File: src/rtl/core/mbe_pkg.sv
// ----------------------------------------------------------------------------
// mbe_pkg: Mandelbrot escape-time shared types and constants
// Transaction payloads, sequencer states, register indexes and the
// 32-bit saturation helper.
// ----------------------------------------------------------------------------
package mbe_pkg;

  localparam int FRAC_BITS = 26;
  localparam int SUM_W     = 42;  // wide enough for every pre-saturation sum

  // configuration register indexes
  localparam logic [2:0] REG_ORIGIN_X   = 3'd0;
  localparam logic [2:0] REG_ORIGIN_Y   = 3'd1;
  localparam logic [2:0] REG_STEP_SIZE  = 3'd2;
  localparam logic [2:0] REG_MAX_ITER   = 3'd3;
  localparam logic [2:0] REG_ESCAPE_RSQ = 3'd4;

  // reset values
  localparam logic signed [31:0] ORIGIN_X_RST   = -32'sd134217728;
  localparam logic signed [31:0] ORIGIN_Y_RST   = -32'sd67108864;
  localparam logic [30:0]        STEP_SIZE_RST  = 31'd196608;
  localparam logic [15:0]        MAX_ITER_RST   = 16'd256;
  localparam logic [30:0]        ESCAPE_RSQ_RST = 31'd268435456;

  typedef struct packed {
    logic [9:0] col;
    logic [9:0] row;
  } in_t;

  typedef struct packed {
    logic [9:0]  col_out;
    logic [9:0]  row_out;
    logic [15:0] iterations;
    logic        inside_res;
  } out_t;

  typedef enum logic [2:0] {
    ST_IDLE,
    ST_MUL_CX,
    ST_MUL_CY,
    ST_SQ_X,
    ST_SQ_Y,
    ST_CHECK,
    ST_STEP
  } state_t;

  // {saturated, value} of a wide signed sum clamped to signed 32 bits
  function automatic logic [32:0] sat32(input logic signed [SUM_W-1:0] v);
    logic [32:0] r;
    if ((&v[SUM_W-1:31]) || !(|v[SUM_W-1:31])) begin
      r = {1'b0, v[31:0]};
    end else if (v[SUM_W-1]) begin
      r = {1'b1, 32'h8000_0000};
    end else begin
      r = {1'b1, 32'h7FFF_FFFF};
    end
    return r;
  endfunction

endpackage

File: src/rtl/core/mbe_mul.sv
// ----------------------------------------------------------------------------
// mbe_mul: shared signed multiplier
// 32x32 signed multiply with the full 64-bit product registered.
// ----------------------------------------------------------------------------
module mbe_mul (
  input  logic               clk,
  input  logic signed [31:0] a,
  input  logic signed [31:0] b,
  output logic signed [63:0] p
);

  always_ff @(posedge clk) begin
    p <= a * b;
  end

endmodule

File: src/rtl/core/mandelbrot_escape_time.sv
// ----------------------------------------------------------------------------
// mandelbrot_escape_time: escape-time iteration for one pixel per transaction
// Maps a pixel to c = origin + step_size * pixel (signed Q6.26) and iterates
// z = z^2 + c until the limit is reached or |z|^2 exceeds the squared escape radius.
// ----------------------------------------------------------------------------
// A transaction is taken when start is high and busy is low. The block then
// stays busy while it takes N steps (1 up to max_iterations), and done pulses
// for one cycle right after busy falls with the result on result. The receiver
// cannot stall: the result is valid only in the done cycle. Every step issues
// three products (x*x, y*y, x*y) on one shared 32x32 multiplier, then forms
// and saturates the new z; before the first step the block forms c and its
// squares. With max_iterations of 0 no step is taken: done follows start in the
// next cycle, busy never rises, and the result reads 0 iterations, inside.
// Configuration writes take effect at once and belong only to idle periods.
// ----------------------------------------------------------------------------
module mandelbrot_escape_time (
  input  logic              clk,
  input  logic              rst,
  input  logic              start,
  output logic              busy,
  input  mbe_pkg::in_t      item,
  output logic              done,
  output mbe_pkg::out_t     result,
  input  logic              cfg_we,
  input  logic [2:0]        cfg_index,
  input  logic [31:0]       cfg_data
);

  // configuration registers
  logic signed [31:0] origin_x;
  logic signed [31:0] origin_y;
  logic [30:0]        step_size;
  logic [15:0]        max_iterations;
  logic [30:0]        escape_radius_sq;

  // sequencer and datapath registers
  mbe_pkg::state_t    state, state_next;
  mbe_pkg::in_t       pix;
  logic signed [31:0] cx, cy, zx, zy;
  logic signed [37:0] xx, yy;        // squares >> 26, nonnegative
  logic [15:0]        count;
  logic               first;         // squares of c: no test, no count
  logic               sat_step;      // new z was clamped

  // shared multiplier
  logic signed [31:0] mul_a, mul_b;
  logic signed [63:0] prod;

  // combinational datapath
  logic signed [mbe_pkg::SUM_W-1:0] c_sum, nx_sum, ny_sum;
  logic [32:0]        c_sat, nx_sat, ny_sat;
  logic signed [38:0] xy2;
  logic signed [37:0] sq_now;
  logic [38:0]        mag;
  logic [15:0]        count_inc;
  logic               escape, finish;

  mbe_mul u_mul (
    .clk (clk),
    .a   (mul_a),
    .b   (mul_b),
    .p   (prod)
  );

  // configuration port
  always_ff @(posedge clk) begin
    if (rst) begin
      origin_x         <= mbe_pkg::ORIGIN_X_RST;
      origin_y         <= mbe_pkg::ORIGIN_Y_RST;
      step_size        <= mbe_pkg::STEP_SIZE_RST;
      max_iterations   <= mbe_pkg::MAX_ITER_RST;
      escape_radius_sq <= mbe_pkg::ESCAPE_RSQ_RST;
    end else if (cfg_we) begin
      case (cfg_index)
        mbe_pkg::REG_ORIGIN_X:   origin_x         <= cfg_data;
        mbe_pkg::REG_ORIGIN_Y:   origin_y         <= cfg_data;
        mbe_pkg::REG_STEP_SIZE:  step_size        <= cfg_data[30:0];
        mbe_pkg::REG_MAX_ITER:   max_iterations   <= cfg_data[15:0];
        mbe_pkg::REG_ESCAPE_RSQ: escape_radius_sq <= cfg_data[30:0];
        default: ;
      endcase
    end
  end

  // c = origin + step * pixel; the product is nonnegative and below 2^41
  assign c_sum = (state == mbe_pkg::ST_MUL_CY)
               ? {{10{origin_x[31]}}, origin_x} + prod[41:0]
               : {{10{origin_y[31]}}, origin_y} + prod[41:0];
  assign c_sat = mbe_pkg::sat32(c_sum);

  // new z from xx, yy and the x*y product landing in the step cycle
  assign xy2    = prod[63:25];
  assign nx_sum = {{4{xx[37]}}, xx} - {{4{yy[37]}}, yy} + {{10{cx[31]}}, cx};
  assign ny_sum = {{3{xy2[38]}}, xy2} + {{10{cy[31]}}, cy};
  assign nx_sat = mbe_pkg::sat32(nx_sum);
  assign ny_sat = mbe_pkg::sat32(ny_sum);

  // escape test on the squares of the new z
  assign sq_now    = prod[63:26];
  assign mag       = {1'b0, xx} + {1'b0, sq_now};
  assign count_inc = count + 16'd1;
  assign escape    = sat_step || (|xx[37:31]) || (|sq_now[37:31]) || (|mag[38:31])
                   || (mag > {8'd0, escape_radius_sq});
  assign finish    = escape || (count_inc == max_iterations);

  assign busy = (state != mbe_pkg::ST_IDLE);

  // sequencer: next state and multiplier operands
  always_comb begin
    state_next = state;
    mul_a      = zx;
    mul_b      = zy;
    case (state)
      mbe_pkg::ST_IDLE: begin
        if (start && (max_iterations != 16'd0)) begin
          state_next = mbe_pkg::ST_MUL_CX;
        end
      end
      mbe_pkg::ST_MUL_CX: begin
        mul_a      = {1'b0, step_size};
        mul_b      = {22'd0, pix.col};
        state_next = mbe_pkg::ST_MUL_CY;
      end
      mbe_pkg::ST_MUL_CY: begin
        mul_a      = {1'b0, step_size};
        mul_b      = {22'd0, pix.row};
        state_next = mbe_pkg::ST_SQ_X;
      end
      mbe_pkg::ST_SQ_X: begin
        mul_a      = zx;
        mul_b      = zx;
        state_next = mbe_pkg::ST_SQ_Y;
      end
      mbe_pkg::ST_SQ_Y: begin
        mul_a      = zy;
        mul_b      = zy;
        state_next = mbe_pkg::ST_CHECK;
      end
      mbe_pkg::ST_CHECK: begin
        // x*y for the next step is issued here either way
        if (!first && finish) begin
          state_next = mbe_pkg::ST_IDLE;
        end else begin
          state_next = mbe_pkg::ST_STEP;
        end
      end
      mbe_pkg::ST_STEP: begin
        state_next = mbe_pkg::ST_SQ_X;
      end
      default: begin
        state_next = mbe_pkg::ST_IDLE;
      end
    endcase
  end

  always_ff @(posedge clk) begin
    if (rst) begin
      state <= mbe_pkg::ST_IDLE;
    end else begin
      state <= state_next;
    end
  end

  always_ff @(posedge clk) begin
    if (rst) begin
      done <= 1'b0;
    end else begin
      done <= ((state == mbe_pkg::ST_IDLE) && start && (max_iterations == 16'd0))
           || ((state == mbe_pkg::ST_CHECK) && !first && finish);
    end
  end

  // datapath registers
  always_ff @(posedge clk) begin
    case (state)
      mbe_pkg::ST_IDLE: begin
        pix   <= item;
        count <= 16'd0;
        first <= 1'b1;
        result.col_out    <= item.col;
        result.row_out    <= item.row;
        result.iterations <= 16'd0;
        result.inside_res <= 1'b1;
      end
      mbe_pkg::ST_MUL_CY: begin
        cx <= c_sat[31:0];
        zx <= c_sat[31:0];
      end
      mbe_pkg::ST_SQ_X: begin
        if (first) begin
          cy <= c_sat[31:0];
          zy <= c_sat[31:0];
        end
      end
      mbe_pkg::ST_SQ_Y: begin
        xx <= sq_now;
      end
      mbe_pkg::ST_CHECK: begin
        yy <= sq_now;
        if (!first) begin
          count             <= count_inc;
          result.col_out    <= pix.col;
          result.row_out    <= pix.row;
          result.iterations <= count_inc;
          result.inside_res <= (count_inc == max_iterations);
        end
        first <= 1'b0;
      end
      mbe_pkg::ST_STEP: begin
        zx       <= nx_sat[31:0];
        zy       <= ny_sat[31:0];
        sat_step <= nx_sat[32] || ny_sat[32];
      end
      default: ;
    endcase
  end

`ifndef NO_ASSERTIONS
  // a result only appears once the sequencer is back at rest
  a_done_idle: assert property (@(posedge clk) disable iff (rst)
    done |-> (state == mbe_pkg::ST_IDLE))
    else $error("done while sequencer busy");

  // a result comes from a final test or from a zero-limit transaction
  a_done_src: assert property (@(posedge clk) disable iff (rst)
    done |-> ($past(state) == mbe_pkg::ST_CHECK) ||
             ($past(state) == mbe_pkg::ST_IDLE && $past(start)))
    else $error("done without a source");

  // zero iterations only happen on the inside path
  a_zero_inside: assert property (@(posedge clk) disable iff (rst)
    done |-> (result.iterations != 16'd0) || result.inside_res)
    else $error("zero iterations reported as escaped");

  // every z update in the step state directly follows the check state
  a_step_order: assert property (@(posedge clk) disable iff (rst)
    (state == mbe_pkg::ST_STEP) |-> ($past(state) == mbe_pkg::ST_CHECK))
    else $error("step entered out of order");
`endif

endmodule
File: config.mk
export PLATFORM = sky130hd
export DESIGN_NAME = mandelbrot_escape_time
export DESIGN_NICKNAME = d
export VERILOG_FILES = /design/src/rtl/core/mbe_pkg.sv /design/src/rtl/core/mbe_mul.sv /design/src/rtl/core/mandelbrot_escape_time.sv
export SDC_FILE = /design/constraint.sdc
export NUM_CORES = 2
export LEC_CHECK = 0
export BUFFER_PORTS_ARGS = -buffer_cell sky130_fd_sc_hd__buf_2
export CAP_MARGIN = 20
export CORE_UTILIZATION = 35
export DETAILED_ROUTE_END_ITERATION = 12
export SYNTH_ARGS = -nofsm -noshare
export SYNTH_HDL_FRONTEND = slang
export SYNTH_SLANG_ARGS = --single-unit
File: constraint.sdc
create_clock -name clk -period 16.1 [get_ports clk]
set_input_delay 3.22 -clock clk [delete_from_list [all_inputs] [get_ports clk]]
set_output_delay 3.22 -clock clk [all_outputs]
set_load 0.1 [all_outputs]
# After elaboration in Yosys (flattened, before gate mapping)
# Index checks and enable logic that the tools add are counted.
totals:
  ff_bits: 489
  inputBits: 59
classes:
  addsub: 7
  multipliers: 1
  magnitude_cmp: 1
  n_eq_ne: 14
  n_mux: 20
  n_reduce_logical: 47
op_table:
  columns: ["cell", "count"]
  rows:
  - ["32-bit one-hot mux with 2 select lines", 3]
  - ["32-bit 2-to-1 mux", 5]
  - ["32-bit one-hot mux with 3 select lines", 1]
  - ["42-bit adder", 2]
  - ["39-bit by 32-bit adder with 40-bit output", 2]
  - ["37-bit one-hot mux with 2 select lines", 1]
  - ["33-bit 2-to-1 mux", 2]
  - ["32-bit by 32-bit multiplier with 64-bit output", 1]
  - ["42-bit 2-to-1 mux", 1]
  - ["38-bit by 38-bit adder with 39-bit output", 1]
  - ["39-bit by 31-bit > comparator with 1-bit output", 1]
  - ["38-bit by 38-bit subtractor with 39-bit output", 1]
  - ["37-bit 2-to-1 mux", 1]
  - ["11-bit AND reduction", 3]
  - ["11-bit OR reduction", 3]
  - ["16-bit one-hot mux with 2 select lines", 1]
  - ["3-bit one-hot mux with 6 select lines", 1]
  - ["16-bit by 1-bit adder with 16-bit output, second input constant", 1]
  - ["16-bit equality test", 1]
  - ["16-bit zero test", 1]
  - ["16-bit 2-to-1 mux", 1]
  - ["2-bit AND reduction", 8]
  - ["16-bit nonzero test", 1]
  - ["7-bit OR reduction", 2]
  - ["other kinds (14)", 45]

# Logic depth before layout (Yosys ltp)
depth:
  depth_word: 9
  mapped_depth: 38
  depth_no_buf: 33

# Hierarchy
# From an unflattened synthesis, not the netlist that was laid out.
hier_totals:
  cells_unflattened: 7088
  hier_area_um2: 65362.7
modules_own_cells:
  columns: ["module", "instances", "cells_each", "area_per_inst_um2"]
  rows:
  - ["mbe_mul", 1, 3897, 37219.4]
  - ["mandelbrot_escape_time", 1, 3191, 28143.2]

# Worst setup path before layout
# No wires, ideal clock.
synth_timing:
  kind: "register to register"
  start: "register state[2]"
  end: "register u_mul.p[60]"
  t_arrival_ps: 12133
  required_time_ps: 16028
  path_slack_ps: 3895
  path_stages_with_launch: 30
  n_path_buf: 2
  synth_period_minus_slack_ps: 12205
  path_cell_list: "dfxtp_1 > inv_1 > nor3_1 > nor2_1 > clkbuf_1 > a221oi_1 > clkbuf_1 > nor2_1 > fa_1 > fa_1 > inv_1 > fa_1 > fa_1 > inv_1 > fa_1 > fa_1 > fa_1 > fa_1 > ha_1 > and3_1 > a311o_1 > a211o_1 > a221o_1 > a31oi_1 > o21ai_0 > a21oi_1 > o21ai_1 > a221o_1 > a21oi_1 > xnor2_1"
synth_via:
  elab_chain_len: 4
  word_cells_on_any_way: 8
  cone_classes: "mul: 1; eq/ne: 4; mux: 2; reduce/logical: 1"
synth_rtl:
  columns: ["element", "line", "source"]
  rows:
  - ["start, declared", "mandelbrot_escape_time.sv:37", "mbe_pkg::state_t state, state_next;"]
  - ["start signal, assigned", "mandelbrot_escape_time.sv:158", "state <= mbe_pkg::ST_IDLE;"]
  - ["start signal, assigned", "mandelbrot_escape_time.sv:160", "state <= state_next;"]
  - ["3-bit by 2-bit equality test with 1-bit output or 3-bit by 1-bit equality test with 1-bit output (tied branches)", "mandelbrot_escape_time.sv:113", "case (state)"]
  - ["2-bit OR reduction (no line)", null, null]
  - ["32-bit one-hot mux with 2 select lines", "mandelbrot_escape_time.sv:113", null]
  - ["32-bit by 32-bit multiplier with 64-bit output (*)", "mbe_mul.sv:13", "p <= a * b;"]
  - ["end signal, assigned", "mbe_mul.sv:13", null]
  - ["end, declared", "mbe_mul.sv:9", "output logic signed [63:0] p"]
# Every way passes the cells marked *; elsewhere a longest branch is shown, timed or not.
# A chain may end at the register's enable or synchronous reset.

# Worst setup path after layout
layout_timing:
  start: "register state[0]"
  end: "register u_mul.p[60]"
# Same word-level chain as after synthesis.

==> flow_summary.yaml <==
final_layout:
  num-fill-cells: 18100
  final_core_util_pct: 38.3
  layout-drive-gt1-share_pct: 6.73
  final_area_mm2: 0.0692
  area_growth_pct: 8.49
  final_nets: 8483
min_path:
  min_from: "origin_x[20]"
  holdPathStages: 2
  hp-class: "flip-flop to flip-flop"
  hold_end: "origin_x[20]"
worst_setup_path:
  reg2reg_setup_slack_ps: 4350
  worst_path_max_delay_cell: "a221o_1"
  start_kind: "flip-flop"
  arrival_ps: 12340
  reg2reg_from: "state[0]"
  cp.required_ps: 16690
  worstRegToRegCells: 30
  max_stage_delay_ps: 1080
  reg2reg_to: "u_mul.p[60]"
  path_common_cell: "fa_1"
  cp_max_fo: 62
  critical_path_class: "flip-flop to flip-flop"
  worstSetupEndpointType: "flip-flop"
grt:
  grt_pass1_vias: 51500
  antenna_found_initial: 6
  grt_pass1_wl_mm: 327
  grt_overflow_total: 0
  grt_max_degree: 81
  grt_usage_pct: 23.5
synthesis:
  ys.warnings.count: 0
  avgSynthCellArea_um2: 9.15
  synth_common_cells: "1,174 x inv_1, 1,123 x fa_1, 1,057 x nand2_1, 715 x nor2_1, 386 x a21oi_1"
  async_reset_ff_share_pct: 0
  syn_nets: 8522
  synth.most_common_cell: "inv_1"
  ys.flop_type: "edfxtp_1"
  synth-seq-area-share_pct: 19.0
  synth.area.top_cells: "fa_1 35%, edfxtp_1 12%, ha_1 7.3%"
  synthCells: 6966
  syn_area_mm2: 0.0637
  yosysTopAreaCell: "fa_1"
  synth_edf_count: 263
  synth-seq-cells: 473
  ys_types: 98
  synth_top_area_share_pct: 35.3
floorplanning:
  core_area_mm2: 0.181
  die_h_um: 429
  pin_count: 98
  die_area_mm2: 0.184
  rows: 156
  start_util_pct: 35.3
  die_w_um: 429
route:
  drt_pass1_iterations: 6
  via_count: 50400
  drt-wirelength-per-cell_um: 23.0
  drc_errors: 0
  postRouteAntennaNets: 0
  routed_wl_mm: 215
  vias_per_cell: 5.39
  drt_iter0_markers: 4471
placement:
  routabilityCongestion: 0.978
  hpwlAfterDp_mm: 170
  port_buffers: 97
  dp_slack_ps: 4570
  place_area_mm2: 0.0673
clocking:
  cts-root-buf: "clkbuf_16"
  cts_max_path_buffers: 3
  clk_pin_slew_worst_paths_ps: 60
  cts_setup_buffers: 0
  hold_buffers: 0
  cts_sinks: 473
  clock_latency_ps: 670
  cts_tree: "done"
  cts_resized: 0
  htreeDepth: 2
  cts_buffers: 55
sta:
  hold_violations: 0
  relSlewSlack_pct: -6.44
  worst_slack_ps: 4350
  skew_ps: 34.1
  max_freq_mhz: 85.1
  fin_crit_ps: 11750
  finalSetupTns_ps: 0
  rsz0062_at_grt: "no"
  final.period_utilization_pct: 73.0
  setup_viol: 0
  worst_pin_slew_ps: 1600
  drv_slew: 5
flow_run:
  maxCapViolCount: 0
run_status:
  outcome: "complete, but fails checks"
  violations: "max-slew violations"
[flip-flops by register name, indices dropped and copies added, names as in the netlist]
signal,cells
cx,32
cy,32
done,1
escape_radius_sq,31
first,1
max_iterations,16
origin_x,32
origin_y,32
pix,20
result,37
sat_step,1
state,3
step_size,31
u_mul.p,64
xx,38
yy,38
zx,32
zy,32
[metrics by stage]
stage,instances,hold WS (ps)
CTS,9342,455
global route,9343,468
detailed placement,9239,445
finish,9347,454
floorplan,6966,432
global placement,9239,439
[critical path, delay by kind of cell, from the launching register on]
family | cells | cell delay, ps
AND/OR/NAND/NOR | 5 | 1400
XOR/XNOR | 1 | 130
buffers and inverters | 5 | 1130
adder cells (fa/ha/maj) | 9 | 4510
AO/OA/AOI/OAI | 10 | 3610
flip-flops | 1 | 850
[worst max path at each step]
stage                         from           to  slack, ps  depth (start not counted)
after CTS                 state[0]  u_mul.p[45]       4520                         33
after global routing      state[0]  u_mul.p[45]       3940                         33
after floorplan           state[2]  u_mul.p[60]       3900                         29
final                     state[0]  u_mul.p[60]       4350                         30
after global placement    state[0]  u_mul.p[45]       4680                         33
after detailed placement  state[0]  u_mul.p[60]       4570                         29
[layer usage]
layer / GRT usage, % / vias up / wire length [µm]
met4: 9.72 / 4 / 10100
met3: 4.10 / 397 / 19100
li1: - / 22200 / -
met2: 36.3 / 2179 / 95100
met5: 0 / - / 29
met1: 32.6 / 25600 / 90700
[area by class of cell]
class / instances / area, µm² / area share (%)
multi-input combinational: 5000 / 46400 / 67.0
sequential: 473 / 12100 / 17.5
inverter: 1175 / 4410 / 6.38
tap: 2370 / 2970 / 4.29
clock buffer: 75 / 1620 / 2.34
timing repair buffer: 222 / 1430 / 2.07
clock inverter: 28 / 254 / 0.367
antenna: 4 / 10.0 / 0.0145
[cells in the final DEF, fill, tap and decap left out, types with 67 or more instances in the layout]
cell type,count
a21o_1,93
a21oi_1,381
buf_2,96
buf_4,125
dfxtp_1,210
edfxtp_1,263
fa_1,1123
ha_1,374
inv_1,1173
nand2_1,1057
nand3_1,77
nor2_1,711
o21ai_0,126
xnor2_1,155
xor2_1,67
[logic make-up (layout without fill, tap and decap cells)]
group                    Yosys count  count (layout)  share of synthesized area [%]
buffers and inverters           1493            1500                           8.86
multiplexers                      52              52                          0.881
AO/OA/AOI/OAI                   1040            1040                           11.0
other                              0               4                              0
XOR/XNOR                         229             229                           3.29
AND/OR/NAND/NOR                 2182            2182                           14.4
flip-flops                       473             473                           19.0
adder cells (fa/ha/maj)         1497            1497                           42.6
Power is left out: the tool's default activity adds up to more than one toggle a clock period on the data nets, which glitch-free logic cannot reach.
